File: config.mk
export PLATFORM = sky130hd
export DESIGN_NAME = timed_output_command_scheduler
export DESIGN_NICKNAME = d
export VERILOG_FILES = /design/src/design/tocs_pkg.sv /design/src/design/tocs_front.sv /design/src/design/tocs_back.sv /design/src/design/timed_output_command_scheduler.sv
export SDC_FILE = /design/constraint.sdc
export NUM_CORES = 2
export LEC_CHECK = 0
export BUFFER_PORTS_ARGS = -buffer_cell sky130_fd_sc_hd__buf_2
export CORE_MARGIN = 3
export CORE_UTILIZATION = 55
export CTS_CLUSTER_DIAMETER = 50
export CTS_CLUSTER_SIZE = 28
export DETAILED_ROUTE_END_ITERATION = 6
export GPL_ROUTABILITY_DRIVEN = 1
export HOLD_SLACK_MARGIN = 0.02
export PLACE_DENSITY = 0.71
export SLEW_MARGIN = 40
export SYNTH_ARGS = -nofsm -noshare
export SYNTH_HDL_FRONTEND = slang
export SYNTH_HIERARCHICAL = 1
export SYNTH_SLANG_ARGS = --single-unit
File: constraint.sdc
create_clock -name aclk -period 15.8 [get_ports aclk]
set_input_delay 0 -clock aclk [delete_from_list [all_inputs] [get_ports aclk]]
set_output_delay 0 -clock aclk [all_outputs]
set_load 0.03 [all_outputs]
File: src/design/tocs_pkg.sv
`timescale 1ns / 1ps
package tocs_pkg;
    localparam int SORTED_DEPTH   = 16;
    localparam int INCOMING_DEPTH = 8;
    localparam int LIST_IDX_W     = $clog2(SORTED_DEPTH);
    localparam int LIST_CNT_W     = $clog2(SORTED_DEPTH + 1);
    localparam int RING_IDX_W     = $clog2(INCOMING_DEPTH);
    localparam int QUEUE_DEPTH    = 2;
    localparam int QUEUE_IDX_W    = $clog2(QUEUE_DEPTH);
    localparam int QUEUE_CNT_W    = $clog2(QUEUE_DEPTH + 1);

    localparam logic MODE_ADD  = 1'b0;
    localparam logic MODE_TICK = 1'b1;

    localparam logic [0:0] REG_IS_DIGITAL    = 1'b0;
    localparam logic [0:0] REG_MERGE_OVERLAP = 1'b1;

    typedef struct packed {
        logic               mode;
        logic        [31:0] cmd_time;
        logic signed [15:0] cmd_value;
        logic        [31:0] now_time;
    } in_item_t;

    typedef struct packed {
        logic        [31:0] due_time;
        logic signed [15:0] due_value;
        logic               last;
    } out_item_t;

    // work handed from the front part to the back part
    typedef struct packed {
        logic               is_tick;
        logic        [31:0] t;
        logic signed [15:0] v;
    } job_t;

    typedef struct packed {
        logic is_digital;
        logic merge_overlap;
    } cfg_t;

    function automatic logic time_before(input logic [31:0] t, input logic [31:0] now);
        logic [31:0] d;
        d = t - now;
        return d[31];
    endfunction
endpackage

File: src/design/tocs_front.sv
`timescale 1ns / 1ps
module tocs_front
    import tocs_pkg::*;
(
    input  logic     aclk,
    input  logic     aresetn,
    input  logic     s_valid,
    output logic     s_ready,
    input  in_item_t s_data,
    output logic     q_valid,
    input  logic     q_ready,
    output job_t     q_job
);
    job_t                   buf_reg [QUEUE_DEPTH];
    logic [QUEUE_IDX_W-1:0] rd_reg, rd_next, wr_reg, wr_next;
    logic [QUEUE_CNT_W-1:0] cnt_reg, cnt_next;
    logic                   push, pop;

    assign s_ready = (cnt_reg != QUEUE_CNT_W'(QUEUE_DEPTH));
    assign push    = s_valid && s_ready;
    assign q_valid = (cnt_reg != '0);
    assign pop     = q_valid && q_ready;
    assign q_job   = buf_reg[rd_reg];

    always_comb begin
        rd_next  = rd_reg;
        wr_next  = wr_reg;
        cnt_next = cnt_reg;
        if (push) begin
            wr_next = (wr_reg == QUEUE_IDX_W'(QUEUE_DEPTH - 1)) ? '0 : wr_reg + 1'b1;
        end
        if (pop) begin
            rd_next = (rd_reg == QUEUE_IDX_W'(QUEUE_DEPTH - 1)) ? '0 : rd_reg + 1'b1;
        end
        if (push && !pop) begin
            cnt_next = cnt_reg + 1'b1;
        end else if (pop && !push) begin
            cnt_next = cnt_reg - 1'b1;
        end
    end

    always_ff @(posedge aclk) begin
        if (!aresetn) begin
            rd_reg  <= '0;
            wr_reg  <= '0;
            cnt_reg <= '0;
        end else begin
            rd_reg  <= rd_next;
            wr_reg  <= wr_next;
            cnt_reg <= cnt_next;
        end
    end

    // classify the request: tick carries now, add carries the command
    always_ff @(posedge aclk) begin
        if (push) begin
            buf_reg[wr_reg].is_tick <= (s_data.mode == MODE_TICK);
            buf_reg[wr_reg].t       <= (s_data.mode == MODE_TICK) ? s_data.now_time
                                                                  : s_data.cmd_time;
            buf_reg[wr_reg].v       <= s_data.cmd_value;
        end
    end
endmodule

File: src/design/tocs_back.sv
`timescale 1ns / 1ps
module tocs_back
    import tocs_pkg::*;
(
    input  logic      aclk,
    input  logic      aresetn,
    input  cfg_t      cfg,
    input  logic      q_valid,
    output logic      q_ready,
    input  job_t      q_job,
    output logic      m_valid,
    input  logic      m_ready,
    output out_item_t m_data
);
    localparam logic [2:0] ST_IDLE  = 3'd0;
    localparam logic [2:0] ST_MOVE  = 3'd1;
    localparam logic [2:0] ST_SCAN  = 3'd2;
    localparam logic [2:0] ST_SHIFT = 3'd3;
    localparam logic [2:0] ST_MERGE = 3'd4;
    localparam logic [2:0] ST_EMIT  = 3'd5;

    logic [2:0]             st_reg;
    logic [31:0]            rt_reg [INCOMING_DEPTH];
    logic [15:0]            rv_reg [INCOMING_DEPTH];
    logic [RING_IDX_W-1:0]  head_reg, tail_reg;
    logic [31:0]            lt_reg [SORTED_DEPTH];
    logic [15:0]            lv_reg [SORTED_DEPTH];
    logic [LIST_CNT_W-1:0]  cnt_reg;
    logic [31:0]            now_reg;
    logic                   moved_reg;
    logic [LIST_CNT_W-1:0]  pos_reg;
    logic [LIST_CNT_W-1:0]  mi_reg;
    logic [LIST_CNT_W-1:0]  open_reg;
    logic                   ov_reg;
    out_item_t              out_reg;

    logic [RING_IDX_W-1:0]  tail_inc, head_inc;
    logic [31:0]            ins_t;
    logic [15:0]            ins_v;
    logic [LIST_IDX_W-1:0]  pos_idx, pm1_idx, mi_idx;
    logic                   scan_stop, head_due, mdrop;
    logic [LIST_CNT_W-1:0]  open_upd;

    assign tail_inc = (tail_reg == RING_IDX_W'(INCOMING_DEPTH - 1)) ? '0 : tail_reg + 1'b1;
    assign head_inc = (head_reg == RING_IDX_W'(INCOMING_DEPTH - 1)) ? '0 : head_reg + 1'b1;
    assign ins_t    = rt_reg[head_reg];
    assign ins_v    = rv_reg[head_reg];
    assign pos_idx  = pos_reg[LIST_IDX_W-1:0];
    assign pm1_idx  = LIST_IDX_W'(pos_reg - 1'b1);
    assign mi_idx   = mi_reg[LIST_IDX_W-1:0];
    assign scan_stop = (pos_reg == '0) ||
                       !((lt_reg[pm1_idx] - now_reg) > (ins_t - now_reg));
    assign head_due = (cnt_reg != '0) && time_before(lt_reg[0], now_reg);
    assign q_ready  = (st_reg == ST_IDLE);
    assign m_valid  = ov_reg;
    assign m_data   = out_reg;

    // open-on counter of the overlap merge, saturating at zero
    always_comb begin
        mdrop    = 1'b0;
        open_upd = open_reg;
        if (lv_reg[mi_idx] != '0) begin
            mdrop    = (open_reg != '0);
            open_upd = open_reg + 1'b1;
        end else if (open_reg != '0) begin
            open_upd = open_reg - 1'b1;
            mdrop    = (open_upd != '0);
        end
    end

    always_ff @(posedge aclk) begin
        if (!aresetn) begin
            st_reg   <= ST_IDLE;
            head_reg <= '0;
            tail_reg <= '0;
            cnt_reg  <= '0;
            ov_reg   <= 1'b0;
        end else begin
            if (ov_reg && m_ready && !(st_reg == ST_EMIT && head_due)) begin
                ov_reg <= 1'b0;
            end
            unique case (st_reg)
                ST_IDLE: begin
                    if (q_valid) begin
                        if (q_job.is_tick) begin
                            now_reg   <= q_job.t;
                            moved_reg <= 1'b0;
                            st_reg    <= ST_MOVE;
                        end else if (tail_inc != head_reg) begin
                            rt_reg[tail_reg] <= q_job.t;
                            rv_reg[tail_reg] <= q_job.v;
                            tail_reg         <= tail_inc;
                        end
                    end
                end
                ST_MOVE: begin
                    if (head_reg == tail_reg) begin
                        mi_reg   <= '0;
                        open_reg <= '0;
                        st_reg   <= (moved_reg && cfg.merge_overlap && cfg.is_digital)
                                    ? ST_MERGE : ST_EMIT;
                    end else if (cnt_reg >= LIST_CNT_W'(SORTED_DEPTH - 1)) begin
                        st_reg <= ST_EMIT;
                    end else begin
                        moved_reg <= 1'b1;
                        if (time_before(ins_t, now_reg)) begin
                            head_reg <= head_inc;
                        end else begin
                            pos_reg <= cnt_reg;
                            st_reg  <= ST_SCAN;
                        end
                    end
                end
                // walk down one slot a cycle, shifting larger entries up
                ST_SCAN: begin
                    if (scan_stop) begin
                        lt_reg[pos_idx] <= ins_t;
                        lv_reg[pos_idx] <= ins_v;
                        cnt_reg         <= cnt_reg + 1'b1;
                        head_reg        <= head_inc;
                        st_reg          <= ST_MOVE;
                    end else begin
                        lt_reg[pos_idx] <= lt_reg[pm1_idx];
                        lv_reg[pos_idx] <= lv_reg[pm1_idx];
                        pos_reg         <= pos_reg - 1'b1;
                    end
                end
                ST_MERGE: begin
                    if (mi_reg >= cnt_reg) begin
                        st_reg <= ST_EMIT;
                    end else begin
                        open_reg <= open_upd;
                        if (mdrop) begin
                            pos_reg <= mi_reg;
                            cnt_reg <= cnt_reg - 1'b1;
                            st_reg  <= ST_SHIFT;
                        end else begin
                            mi_reg <= mi_reg + 1'b1;
                        end
                    end
                end
                // close the gap at pos one entry a cycle; pos 0 comes from emit
                ST_SHIFT: begin
                    if (pos_reg + 1'b1 > cnt_reg) begin
                        st_reg <= (mi_reg == '0 && open_reg == '0 && !moved_reg)
                                  ? ST_EMIT : ST_MERGE;
                    end else begin
                        lt_reg[pos_idx] <= lt_reg[LIST_IDX_W'(pos_reg + 1'b1)];
                        lv_reg[pos_idx] <= lv_reg[LIST_IDX_W'(pos_reg + 1'b1)];
                        pos_reg         <= pos_reg + 1'b1;
                    end
                end
                ST_EMIT: begin
                    if (!ov_reg || m_ready) begin
                        if (head_due) begin
                            out_reg.due_time  <= lt_reg[0];
                            out_reg.due_value <= lv_reg[0];
                            out_reg.last      <= !((cnt_reg > LIST_CNT_W'(1)) &&
                                                   time_before(lt_reg[1], now_reg));
                            ov_reg    <= 1'b1;
                            cnt_reg   <= cnt_reg - 1'b1;
                            pos_reg   <= '0;
                            mi_reg    <= '0;
                            open_reg  <= '0;
                            moved_reg <= 1'b0;
                            st_reg    <= ST_SHIFT;
                        end else begin
                            st_reg <= ST_IDLE;
                        end
                    end
                end
                default: st_reg <= ST_IDLE;
            endcase
        end
    end
endmodule

File: src/design/timed_output_command_scheduler.sv
`timescale 1ns / 1ps
// channel  dir  ports                     item
// s_       in   s_valid s_ready s_data    add command or tick
// m_       out  m_valid m_ready m_data    due command with last flag
// apb      in   psel penable pwrite ...   is_digital, merge_overlap
//
// an add is written to the incoming ring unless it is full; a tick walks the
// incoming ring, each insert scanning and shifting the sorted list one slot a
// cycle; then, if an entry moved and merge_overlap and is_digital are set, it
// merges; merge and emit each remove with a one-slot-a-cycle shift. m_ready can stall an emit.
// a two-entry queue keeps taking requests while the back part works, until it is full.
// aresetn is synchronous; list and ring contents are not cleared.
module timed_output_command_scheduler
    import tocs_pkg::*;
(
    input  logic        aclk,
    input  logic        aresetn,
    input  logic        s_valid,
    output logic        s_ready,
    input  in_item_t    s_data,
    output logic        m_valid,
    input  logic        m_ready,
    output out_item_t   m_data,
    input  logic        psel,
    input  logic        penable,
    input  logic        pwrite,
    input  logic [2:0]  paddr,
    input  logic [31:0] pwdata,
    output logic [31:0] prdata,
    output logic        pready
);
    cfg_t cfg_reg;
    logic q_valid, q_ready;
    job_t q_job;
    logic wr_en;

    assign pready = 1'b1;
    assign wr_en  = psel && penable && pwrite;

    always_ff @(posedge aclk) begin
        if (!aresetn) begin
            cfg_reg.is_digital    <= 1'b1;
            cfg_reg.merge_overlap <= 1'b0;
        end else if (wr_en && paddr[1:0] == 2'b00) begin
            case (paddr[2])
                REG_IS_DIGITAL:    cfg_reg.is_digital    <= pwdata[0];
                REG_MERGE_OVERLAP: cfg_reg.merge_overlap <= pwdata[0];
                default: ;
            endcase
        end
    end

    always_comb begin
        prdata = '0;
        case (paddr[2])
            REG_IS_DIGITAL:    prdata[0] = cfg_reg.is_digital;
            REG_MERGE_OVERLAP: prdata[0] = cfg_reg.merge_overlap;
            default: ;
        endcase
    end

    tocs_front u_front (
        .aclk, .aresetn, .s_valid, .s_ready, .s_data,
        .q_valid, .q_ready, .q_job
    );

    tocs_back u_back (
        .aclk, .aresetn, .cfg(cfg_reg), .q_valid, .q_ready, .q_job,
        .m_valid, .m_ready, .m_data
    );

    a_out_hold: assert property (@(posedge aclk) disable iff (!aresetn)
        m_valid && !m_ready |=> m_valid && $stable(m_data))
        else $error("result dropped while stalled");
    a_q_idle: assert property (@(posedge aclk) disable iff (!aresetn)
        q_valid && q_ready && q_job.is_tick |=> !q_ready)
        else $error("back part took a tick without leaving idle");
endmodule
* After elaboration in Yosys (flattened, before gate mapping)
Memories as Yosys holds them, arrays and structs flattened. A register that Yosys moved wholly into a read port is not among the register bits. Index checks and enable logic that the tools add are counted.
Word-level totals: register bits 102, RAM bits 1250, ROM bits 0, latch bits 0, output and inout bits 84, memories kept 5, word-level logic and storage cells 227, bits of input ports 123
Memories:
- u_back.lt_reg | words 16, width 32, read ports 4, clocked after memory_dff 0, write ports 1, RTL line tocs_back.sv:26 | logic [31:0] lt_reg [SORTED_DEPTH];
- u_back.lv_reg | words 16, width 16, read ports 4, clocked after memory_dff 2, write ports 1, RTL line tocs_back.sv:27 | logic [15:0] lv_reg [SORTED_DEPTH];
- u_back.rt_reg | words 8, width 32, read ports 1, clocked after memory_dff 1, write ports 1, RTL line tocs_back.sv:23 | logic [31:0] rt_reg [INCOMING_DEPTH];
- u_back.rv_reg | words 8, width 16, read ports 1, clocked after memory_dff 1, write ports 1, RTL line tocs_back.sv:24 | logic [15:0] rv_reg [INCOMING_DEPTH];
- u_front.buf_reg | words 2, width 49, read ports 1, clocked after memory_dff 1, write ports 1, RTL line tocs_front.sv:14 | job_t buf_reg [QUEUE_DEPTH];
Cells by class: $lt $le $gt $ge 5, shift-type cells 0, muxes and demuxes 95, bitwise logic cells 6, add/subtract/negate cells 17, multipliers 0, reductions and logical operators 53, equal/unequal tests 29, divide/modulo/power cells 0
Operators with widths (count):
- $sub A32 B32 Y32 | 4
- $mux W5 | 20
- $mux W32 | 3
- $mux W3 | 20
- $pmux W5 S3 | 3
- $mux W1 | 38
- $gt A32 B32 Y1 | 1
- $mux W16 | 2
- $pmux W5 S5 | 1
- $reduce_and A7 Y1 | 3
- $add A5 B1 Y5 const B | 4
- $ne A2 B2 Y1 const B | 10
- $reduce_bool A5 Y1 | 4
- $pmux W3 S6 | 1
- $logic_and A1 B1 Y1 | 16
- $reduce_bool A16 Y1 | 1
- $logic_not A5 Y1 | 3
- $sub A5 B1 Y5 const B | 3
- $ne A2 B1 Y1 const B | 7
- $eq A3 B3 Y1 const B | 4
- $reduce_and A4 Y1 | 3
- $reduce_and A11 Y1 | 1
- $reduce_bool A3 Y1 | 3
- $reduce_and A8 Y1 | 1
- other kinds (29) | 49

* Depth between registers and ports, before layout
An unclocked memory read counts as a cell.
word-level depth 12, gate-level depth with buffers 33, depth with buffers taken out 26

* By module
Netlist, hierarchy kept.
Modules (own cells, without submodules):
- tocs_back | area an instance 60928.4 um^2, cells each 3346, times used 1, sequential area each 37946.4 um^2
- tocs_front | area an instance 4157.7 um^2, cells each 212, times used 1, sequential area each 3042.9 um^2
- timed_output_command_scheduler | area an instance 370.4 um^2, cells each 48, times used 1, sequential area each 40.0 um^2

* Worst setup path before layout
Ideal clock, no wire load.
path kind register -> register, start point reg u_back.pos_reg[0], end point mem u_back.lt_reg[0][10] (data pin), data required time 15.509 ns, clock period less this slack 8.308 ns, stages on the path, launching flop included 28, library setup time 0.291 ns, setup slack 7.492 ns, path buffers 7, data arrival time 8.016 ns, cells stage by stage edfxtp_1 -> buf_2 -> inv_2 -> buf_1 -> ha_1 -> clkbuf_1 -> clkbuf_1 -> clkbuf_1 -> mux4_2 -> mux4_2 -> ha_1 -> a21o_1 -> a21o_1 -> a211o_1 -> a221o_1 -> o41ai_2 -> or3b_2 -> o211ai_1 -> ha_1 -> nand4_1 -> or4_1 -> a31oi_1 -> o31ai_1 -> or4_4 -> buf_6 -> buf_6 -> mux2i_1 -> a21oi_1
Between the ends: word-level cells in the longest chain between the ends 12, elaborated cells between the ends (all ways) 19, those cells by class add/sub (3); order compare (2); mux (10); reduce/logical (3); memory (1)
Ends and longest elaborated chain:
- start: declaration | RTL line tocs_back.sv:31 | logic [LIST_CNT_W-1:0] pos_reg;
- start signal: assignment | RTL line tocs_back.sv:109 | pos_reg <= cnt_reg;
- start signal: assignment | RTL line tocs_back.sv:125 | pos_reg <= pos_reg - 1'b1;
- start signal: assignment | RTL line tocs_back.sv:134 | pos_reg <= mi_reg;
- $sub A5 B1 Y5 | RTL line tocs_back.sv:49 | assign pm1_idx = LIST_IDX_W'(pos_reg - 1'b1);
- $mem_v2 Z16 W32
- $sub A32 B32 Y32 | RTL line tocs_back.sv:52 | !((lt_reg[pm1_idx] - now_reg) > (ins_t - now_reg));
- $gt A32 B32 Y1 | RTL line tocs_back.sv:52
- $logic_not A1 Y1 | RTL line tocs_back.sv:52
- $logic_or A1 B1 Y1 | RTL line tocs_back.sv:51 | assign scan_stop = (pos_reg == '0) ||
- $mux W1 | RTL line tocs_back.sv:116 | if (scan_stop) begin
- $mux W1 | RTL line tocs_back.sv:82 | unique case (st_reg)
- $mux W1 | RTL line tocs_back.sv:72 | if (!aresetn) begin
- $mux W1 (not written as such) | RTL line tocs_back.sv:123 | lt_reg[pos_idx] <= lt_reg[pm1_idx];
- $mux W32 (no source line)
- $mux W32 (no source line) *
- end: declaration | RTL line tocs_back.sv:26
Every way passes the cells marked *; elsewhere a longest branch is shown, timed or not.

* Final worst setup path
start point reg u_back.pos_reg[0], end point mem u_back.lt_reg[9][31] (data pin)
The elaborated chain is that of the path after synthesis.

==> run metrics <==
maximum buffer depth of the clock tree 3; total core area 117,000 µm²; hold_ws between 0.09 and 0.1 ns; RSZ-0062 raised after global routing false; placed instance count 5,164; Worst Path Max Fanout 76; Routed met2 length 80,900 µm; buffer type at the clock tree root sky130_fd_sc_hd__clkbuf_16; routed via count divided by cell count 6.70; worst relative slew slack 0.402; post-route clock skew roughly 0.035 ns; final global-route overflow total 0; number of standard cells in the layout, taps in and fillers out about 5,500; sequential element share of the synthesized area 0.627; footprint of the multi-input gates 23,700 µm²; number of buffers and inverters on the critical path 4; via count of the routed design 36,987; CP max stage delay 0.77 ns; Die ar. 123,000 µm²; slowest cell on the critical path sky130_fd_sc_hd__ha_4; CP Launch Type flop; pin count of the biggest net entering global routing 143; post-CTS setup repair buffer count 0; data required time of the worst path 16.25 ns; count of antenna diodes in the layout 0; Hold WC Path Type in -> reg; DR WL/cell 29.9 µm; max reg flops 512; Synth async-reset ratio 0; total global routing track utilization 0.273; Synth Warn # 6; fillcell total 8,025; mean instance size in the synthesized netlist 18.2 µm²; top routing layer in use met4; maximum capacitance violations 0; Most used DFF post-synth sky130_fd_sc_hd__edfxtp_1; Final Cycle Share 0.673; iteration count of the initial detailed-routing pass 5; reg2reg setup slack 5.16 ns; share of post-route cells with drive strength above 1 0.314; clock latency of the later-clocked register in the worst-skew pair around 0.76 ns; number of hold buffers added after cts 110; CTS sink count between 1,000 and 1,500; PostCTS Resize Cnt 0; Die Width 351 µm; number of enable flip-flop cells after synthesis about 1,300; cell depth of the worst setup path 26; Total Neg Setup Slack 0 ns; height of the die 351 µm; number of clock buffers inserted by TritonCTS 132; clock period minus worst slack 10.64 ns; number of distinct library cells after synthesis 88; # DRC 0; worst voltage drop across the vdd grid about 210 µV; length of routed wiring on met1 62,600 µm; I/O Pins 207; cell family with the largest share of critical-path delay compound AO/OA/AOI/OAI gates; area taken by flip-flops and latches around 41,000 µm²; launch point of the critical path u_back/pos_reg[0]; start point of the worst min-delay path s_data[5]; initial cell density of the core 0.559; gate count after technology mapping 3,606; initial antenna violation count 2; number of global-route vias before repair 37,184; sum of routed wire length over all layers ~170,000 µm; number of cell rows 125; CTS H-Tree Depth 4; count of buffers from port buffering 143; last weighted congestion value of the routability-driven placer 0.942; Final nets 4,197; outcome finished, final reports clean; cells taking the most area after synthesis sky130_fd_sc_hd__edfxtp_1 62%, sky130_fd_sc_hd__mux4_2 20%, sky130_fd_sc_hd__ha_1 3.5%; Worst R2R Path Depth 26; half-perimeter wire length after placement 104,000 µm; max-slew violation count 0; path type of the worst setup path reg -> reg; number of nets with antenna violations after detailed routing 0; cell depth of the worst min-delay path 3; Initial DRC Count 3,919; capturing element type of the critical path flop; critical path data arrival time 11.09 ns; Final setup violation count 0; CTS tree done; Leak 24.5 nW; clock-pin slew on the worst setup and hold paths 0.07 ns; Slew @ Worst Pin 0.888 ns; startpoint of the most critical register-to-register path u_back/pos_reg[0]; library cell with the largest summed area after synthesis sky130_fd_sc_hd__edfxtp_1; share of Yosys cell area claimed by the top area cell type 0.618; total of flip-flops plus latches after synthesis 1,376; power per cell area 186 nW/µm²; achievable frequency 94.0 MHz; relative area change from synthesis to final layout 13.5%; total met3 wirelength after detailed routing 14,300 µm; global-route wire length before repair 245,000 µm; Syn Std Cell Area 65,500 µm²; Fin. Hold Viols 0
## cell usage in the layout, fill, tap and decap left out, types with 11 or more instances in the layout
cell                            synthesis  layout
sky130_fd_sc_hd__nand2b_1              25      25
sky130_fd_sc_hd__buf_16                 0      11
sky130_fd_sc_hd__a21o_1                34      34
sky130_fd_sc_hd__buf_4                 36      47
sky130_fd_sc_hd__mux2i_1               63      61
sky130_fd_sc_hd__nor2_1               129     111
sky130_fd_sc_hd__inv_1                 72      71
sky130_fd_sc_hd__xnor2_1               45      42
sky130_fd_sc_hd__o21ai_0               61      61
sky130_fd_sc_hd__dfxtp_1               29      25
sky130_fd_sc_hd__mux4_2               576     576
sky130_fd_sc_hd__edfxtp_1            1347    1347
sky130_fd_sc_hd__nor2_4                 0      18
sky130_fd_sc_hd__nor2b_1               24      24
sky130_fd_sc_hd__ha_1                 184     183
sky130_fd_sc_hd__o21ai_2                0      16
sky130_fd_sc_hd__or4_1                 21      21
sky130_fd_sc_hd__mux2_2               113     113
sky130_fd_sc_hd__inv_6                  0      21
sky130_fd_sc_hd__a31oi_1               12      12
sky130_fd_sc_hd__conb_1                 2      32
sky130_fd_sc_hd__clkinv_4               0      13
sky130_fd_sc_hd__nand3_1               49      49
sky130_fd_sc_hd__o21ai_1               34      18
sky130_fd_sc_hd__clkbuf_16              0     136
sky130_fd_sc_hd__nand4_1               26      26
sky130_fd_sc_hd__dlygate4sd3_1          0     110
sky130_fd_sc_hd__xor2_1                32      31
sky130_fd_sc_hd__a211oi_1              18      18
sky130_fd_sc_hd__a21oi_1              114      82
sky130_fd_sc_hd__clkinv_8               0      14
sky130_fd_sc_hd__o21a_1                18      18
sky130_fd_sc_hd__nor3_1                47      40
sky130_fd_sc_hd__a21oi_2                0      32
sky130_fd_sc_hd__buf_6                  6      13
sky130_fd_sc_hd__nand2_1              111     111
sky130_fd_sc_hd__nor4_1                58      58
sky130_fd_sc_hd__buf_2                 21     143
## Yosys cell counts, types with 47 or more instances
cell type,count
sky130_fd_sc_hd__edfxtp_1,1347
sky130_fd_sc_hd__mux4_2,576
sky130_fd_sc_hd__ha_1,184
sky130_fd_sc_hd__nor2_1,129
sky130_fd_sc_hd__a21oi_1,114
sky130_fd_sc_hd__mux2_2,113
sky130_fd_sc_hd__nand2_1,111
sky130_fd_sc_hd__clkbuf_1,97
sky130_fd_sc_hd__inv_1,72
sky130_fd_sc_hd__mux2i_1,63
sky130_fd_sc_hd__o21ai_0,61
sky130_fd_sc_hd__nor4_1,58
sky130_fd_sc_hd__buf_1,52
sky130_fd_sc_hd__nand3_1,49
sky130_fd_sc_hd__nor3_1,47
## metrics by stage
step	cell area [µm²]	util	total power, mW	setup slack, ns
3_3_place_gp	67900	0.580	10.4	4.59
2_1_floorplan	65600	-	9.01	7.49
5_1_grt	74300	0.634	14.5	4.76
4_1_cts	74100	0.633	13.8	5.02
6_report	74300	0.634	13.8	5.16
3_5_place_dp	68400	0.584	10.5	5.10
## layout make-up
| type | instances | share of cell area |
|---|---|---|
| clock inverter | 100 | 0.0160 |
| clock buffer | 144 | 0.0465 |
| multi-input combinational | 1974 | 0.319 |
| tap | 1524 | 0.0257 |
| timing repair buffer | 330 | 0.0368 |
| inverter | 74 | 0.00377 |
| sequential | 1376 | 0.552 |
## cells by family (layout without fill, tap and decap cells)
| family | after synthesis | in the layout | share of synthesized area |
|---|---|---|---|
| other | 2 | 32 | 0.000115 |
| buffers and inverters | 286 | 648 | 0.0196 |
| multiplexers | 754 | 754 | 0.228 |
| XOR/XNOR | 78 | 78 | 0.0107 |
| AND/OR/NAND/NOR | 550 | 550 | 0.0430 |
| adder cells (fa/ha/maj) | 186 | 186 | 0.0358 |
| flip-flops | 1376 | 1376 | 0.627 |
| AO/OA/AOI/OAI | 374 | 374 | 0.0364 |
## power by group
part	switching, mW	internal [mW]	total [mW]
sequential	0.105	4.47	4.57
clock	1.51	1.80	3.31
combinational	3.24	2.70	5.93
total	4.85	8.97	13.8
## path summary, 6_finish.rpt
kind,to
setup / recovery,u_back/lt_reg[9][31]
setup reg to reg,u_back/lt_reg[9][31]
hold reg to reg,u_back/m_data[27]
hold / removal,u_front/buf_reg[0][21]
## tightest hold or removal path: cells and delay by family
| family | cells | cell delay, ns |
|---|---|---|
| buffers and inverters | 2 | 0.63 |
| multiplexers | 1 | 0.10 |
## per-layer routing
layer	GRT usage	up-vias
met2	0.440	1834
met3	0.0505	339
met1	0.369	19170
met5	0	-
li1	-	15644
met4	0.119	0
No activity file was read; power rests on OpenSTA's default activity.
